==> src/design/clns_pkg.sv <==
// Package for the cell list neighbor search block: function codes, register
// indexes and the internal state machine type. No dependencies.
`timescale 1ns / 1ps
package clns_pkg;

  localparam logic [1:0] FUNC_CLEAR  = 2'd0;
  localparam logic [1:0] FUNC_INSERT = 2'd1;
  localparam logic [1:0] FUNC_QUERY  = 2'd2;
  localparam logic [1:0] FUNC_NOP    = 2'd3;

  localparam logic [2:0] REG_CELLS_X = 3'd0;
  localparam logic [2:0] REG_CELLS_Y = 3'd1;
  localparam logic [2:0] REG_CELLS_Z = 3'd2;
  localparam logic [2:0] REG_RECIP_X = 3'd3;
  localparam logic [2:0] REG_RECIP_Y = 3'd4;
  localparam logic [2:0] REG_RECIP_Z = 3'd5;

  localparam int IDX_W   = 12;
  localparam int REG_W   = 24;
  localparam int CREG_W  = 5;
  localparam int SLOT_W  = 5;

  typedef enum logic [7:0] {
    ST_IDLE  = 8'b0000_0001,
    ST_MUL   = 8'b0000_0010,
    ST_ADDR  = 8'b0000_0100,
    ST_CNT   = 8'b0000_1000,
    ST_WALK  = 8'b0001_0000,
    ST_CLEAR = 8'b0010_0000,
    ST_EMIT  = 8'b0100_0000,
    ST_DRAIN = 8'b1000_0000
  } state_t;

endpackage

==> src/design/clns_coord.sv <==
// Cell coordinate along one axis: registered position times reciprocal, then
// clamp to the axis cell count. Depends on clns_pkg.
`timescale 1ns / 1ps
module clns_coord #(
  parameter int POS_BITS = 24,
  parameter int AXIS_W   = 4
) (
  input  logic                        clk,
  input  logic [POS_BITS-1:0]         pos,
  input  logic [clns_pkg::REG_W-1:0]  recip,
  input  logic [AXIS_W:0]             ncell,
  output logic [AXIS_W-1:0]           coord
);
  localparam int PROD_W = POS_BITS + clns_pkg::REG_W;
  logic [PROD_W-1:0] prod_r;
  logic [PROD_W-1:0] hi;

  always_ff @(posedge clk) begin
    prod_r <= PROD_W'(pos) * PROD_W'(recip);
  end

  always_comb begin
    hi = prod_r >> 32;
    if (hi >= PROD_W'(ncell)) coord = AXIS_W'(ncell - 1'b1);
    else coord = AXIS_W'(hi);
  end
endmodule

==> config.mk <==
export PLATFORM = sky130hd
export DESIGN_NAME = clns_coord
export DESIGN_NICKNAME = d
export VERILOG_FILES = /design/src/design/clns_pkg.sv /design/src/design/clns_coord.sv
export SDC_FILE = /design/constraint.sdc
export NUM_CORES = 1
export LEC_CHECK = 0
export BUFFER_PORTS_ARGS = -buffer_cell sky130_fd_sc_hd__buf_2
export CORE_MARGIN = 8
export CORE_UTILIZATION = 60
export DETAILED_ROUTE_END_ITERATION = 6
export PLACE_DENSITY = 0.77
export SYNTH_ARGS = -nofsm -noshare
export SYNTH_HDL_FRONTEND = slang
export SYNTH_SLANG_ARGS = --single-unit
==> constraint.sdc <==
create_clock -name clk -period 10 [get_ports clk]
set_clock_uncertainty 0.15 [all_clocks]
set_input_delay 1 -clock clk [delete_from_list [all_inputs] [get_ports clk]]
set_output_delay 1 -clock clk [all_outputs]
set_load 0.005 [all_outputs]
==> impl_summary.log <==
[metrics] worst hold slack: 1650 ps
[metrics] flip-flop and latch count after synthesis: 16
[metrics] final worst-path setup slack: 2030 ps
[metrics] number of nets produced by synthesis: 2,838
[metrics] final-stage net count: 2,802
[metrics] horizontal die dimension: 194 um
[metrics] time the final worst path needs with I/O delays and setup: 7970 ps
[metrics] Synth Cell Area: 18,900 sq um
[metrics] P&R area growth vs syn: 2.69%
[metrics] clk buf depth: 2
[metrics] ranking of synthesized cells by area: sky130_fd_sc_hd__fa_1 (51%), sky130_fd_sc_hd__ha_1 (12%), sky130_fd_sc_hd__inv_1 (11%)
[metrics] count of max-cap constraint violations: 0
[metrics] critical path class: in -> reg
[metrics] cts bufs inserted: 3
[metrics] Critical Path Sink: prod_r[44]
[metrics] final setup fails: 0
[metrics] number of flops mapped to enable cells by yosys: 0
[metrics] Distinct cells, synth: 48
[metrics] number of iterations in the first detailed-routing pass: 5
[metrics] clk slew on worst S/H paths: 40 ps
[metrics] io pins: 58
[metrics] final antenna-violating net count: 0
[metrics] GPL Wtd Cong: 0.908
[metrics] count of pins over their slew limit: 0
[metrics] total number of placement rows: 65
[metrics] Diodes inserted: 0
[metrics] Port Buffers: 57
[metrics] number of global-route vias before repair: 16,000
[metrics] per-cell routed wire length: 18.7 um
[metrics] slew at the pin closest to its max-slew limit: 761 ps
[metrics] gr ovfl total: 0
[metrics] library cell occupying the most area in the post-synthesis netlist: sky130_fd_sc_hd__fa_1
[metrics] overall routed net length: 46,700 um
[metrics] area share of the largest cell type after synthesis: 50.9%
[metrics] maximum clock rate: 125 MHz
[metrics] count of routing violations after the opening detailed-route iteration: 853
[metrics] YS warnings: 0
[metrics] pin count of the biggest net entering global routing: 25
[metrics] top flip-flop cell by instance count after synthesis: sky130_fd_sc_hd__dfxtp_1
[metrics] sequential cell area fraction in the yosys report: 1.69%
[metrics] Worst Path Required: 9970 ps
[metrics] setup total negative slack: 0 ps
[metrics] largest fanout of any net on the critical path: 24
[metrics] period utilisation layout: 79.7%
[metrics] deepest level of the CTS H-tree: 1
[metrics] final routed DRC violation total: 0
[metrics] Max-slew headroom: 48.6%
[metrics] critical path launch point type: input port
[metrics] Worst Setup SP: recip[9]
[metrics] Crit path arrival time: 7950 ps
[metrics] top cells by instance count after synthesis: sky130_fd_sc_hd__inv_1 (561), sky130_fd_sc_hd__fa_1 (481), sky130_fd_sc_hd__nand2_1 (313)
[metrics] total clock sinks: 16
[metrics] Initial Utilization: 60.4%
[metrics] FFs w/ async S/R, synth: 0%
[metrics] number of hold buffers added after CTS: 0
[metrics] Via Count: 14,200
[metrics] min-delay worst type: in -> reg
[metrics] floorplan die area: 37,500 sq um
[metrics] setup repair after global routing missed its margin: no
[metrics] Post-CTS Setup Inserts: 0
[metrics] HPWL after DPL: 36,900 um
[metrics] status: finished, final reports clean
[metrics] registers with the highest flip-flop counts: prod_r: 16 flops
[metrics] gr usage total: 25.9%
[metrics] vertical die dimension: 194 um
[metrics] endpoint type of the worst setup path: flip-flop
[metrics] clock tree root buffer cell: sky130_fd_sc_hd__clkbuf_16
[metrics] register with the highest flop count: prod_r
[metrics] share of layout cells above drive strength 1: 3.21%
[metrics] synthesized area divided by synthesized cell count: 8.90 sq um
[metrics] global-route wire length before repair: 79,000 um
[metrics] core area: 31,300 sq um
[metrics] pre-CTS worst setup slack: 1890 ps
[metrics] cell count after synthesis: 2,127
[metrics] initial antenna violation count: 0
[metrics] most repeated cell in the gate-level netlist after synthesis: sky130_fd_sc_hd__inv_1
[metrics] number of instances resized during post-cts repair: 0
[metrics] number of failing hold endpoints at the final stage: 0
[metrics] max reg flops: 16
[metrics] clock tree from TritonCTS: yes
[metrics] average via count per standard cell: 5.70
==> worst min path at each step <==
stage | start | to | slack (ps) | depth (start not counted)
floorplan | prod_r[32] | coord[0] | 1270 | 2
global placement | prod_r[35] | coord[3] | 1400 | 3
detailed placement | prod_r[35] | coord[3] | 1400 | 3
CTS | pos[23] | prod_r[47] | 1650 | 5
global route | prod_r[34] | coord[2] | 1700 | 3
finish | pos[23] | prod_r[47] | 1650 | 5
==> cell families after synthesis <==
kind of cell             Yosys count  share of synthesized area (%)
adder cells (fa/ha/maj)          657                           62.5
buffers and inverters            659                           13.1
AND/OR/NAND/NOR                  646                           17.0
XOR/XNOR                          22                           1.02
flip-flops                        16                           1.69
AO/OA/AOI/OAI                    127                           4.66
==> placed cells by master, fill, tap and decap left out, types with 5 or more instances in the layout <==
master                       n
sky130_fd_sc_hd__a31oi_1     6
sky130_fd_sc_hd__fa_1      481
sky130_fd_sc_hd__and2_1    279
sky130_fd_sc_hd__buf_2      57
sky130_fd_sc_hd__xor2_1      6
sky130_fd_sc_hd__dfxtp_1    16
sky130_fd_sc_hd__o21ai_1     6
sky130_fd_sc_hd__a21o_1     30
sky130_fd_sc_hd__xnor2_1    16
sky130_fd_sc_hd__o21ai_0    13
sky130_fd_sc_hd__ha_1      176
sky130_fd_sc_hd__nand3_1     8
sky130_fd_sc_hd__nor3_1      5
sky130_fd_sc_hd__nand4_1    12
sky130_fd_sc_hd__a21oi_1    32
sky130_fd_sc_hd__o21bai_1    5
sky130_fd_sc_hd__inv_1     561
sky130_fd_sc_hd__nor2_1     11
sky130_fd_sc_hd__nand2_1   313
==> metal layers <==
| metal | global-route usage, % | up-vias | wire length, um |
|---|---|---|---|
| met4 | 13.3 | 0 | 2810 |
| met3 | 2.74 | 183 | 2950 |
| met5 | 0 | - | 0 |
| met1 | 31.2 | 7302 | 17300 |
| li1 | - | 6078 | - |
| met2 | 45.8 | 630 | 23700 |
==> metrics by stage <==
stage / area, sq um / std cells / util, %
detailed placement: 19300 / 2488 / 61.8
floorplan: 18900 / 2127 / -
global placement: 19300 / 2488 / 61.8
global route: 19400 / 2492 / 62.1
finish: 19400 / 2492 / 62.1
CTS: 19400 / 2492 / 62.1
==> final cells by class <==
class	instances	area [sq um]
clock buffers	4	88.8
fillers	2661	11900
inverters	561	2110
multi-input cells	1452	16100
flip-flops and latches	16	320
well taps	402	503
repair buffers	57	285
==> worst max-delay path: stages <==
cell	delay, ps
sky130_fd_sc_hd__buf_2	420
sky130_fd_sc_hd__nand2_1	180
sky130_fd_sc_hd__fa_1	570
sky130_fd_sc_hd__inv_1	60
sky130_fd_sc_hd__fa_1	520
sky130_fd_sc_hd__inv_1	50
sky130_fd_sc_hd__fa_1	490
sky130_fd_sc_hd__inv_1	50
sky130_fd_sc_hd__fa_1	580
sky130_fd_sc_hd__fa_1	450
sky130_fd_sc_hd__fa_1	500
sky130_fd_sc_hd__inv_1	50
sky130_fd_sc_hd__fa_1	470
sky130_fd_sc_hd__inv_1	40
sky130_fd_sc_hd__ha_1	350
sky130_fd_sc_hd__nand3_1	240
sky130_fd_sc_hd__nor3_1	300
sky130_fd_sc_hd__nand3_1	110
sky130_fd_sc_hd__o41ai_1	640
sky130_fd_sc_hd__o21ai_1	260
sky130_fd_sc_hd__o221ai_1	320
sky130_fd_sc_hd__a21oi_1	130
sky130_fd_sc_hd__xnor2_1	140
Power is left out: the tool's default activity adds up to more than one toggle a clock period on the data nets, which glitch-free logic cannot reach.
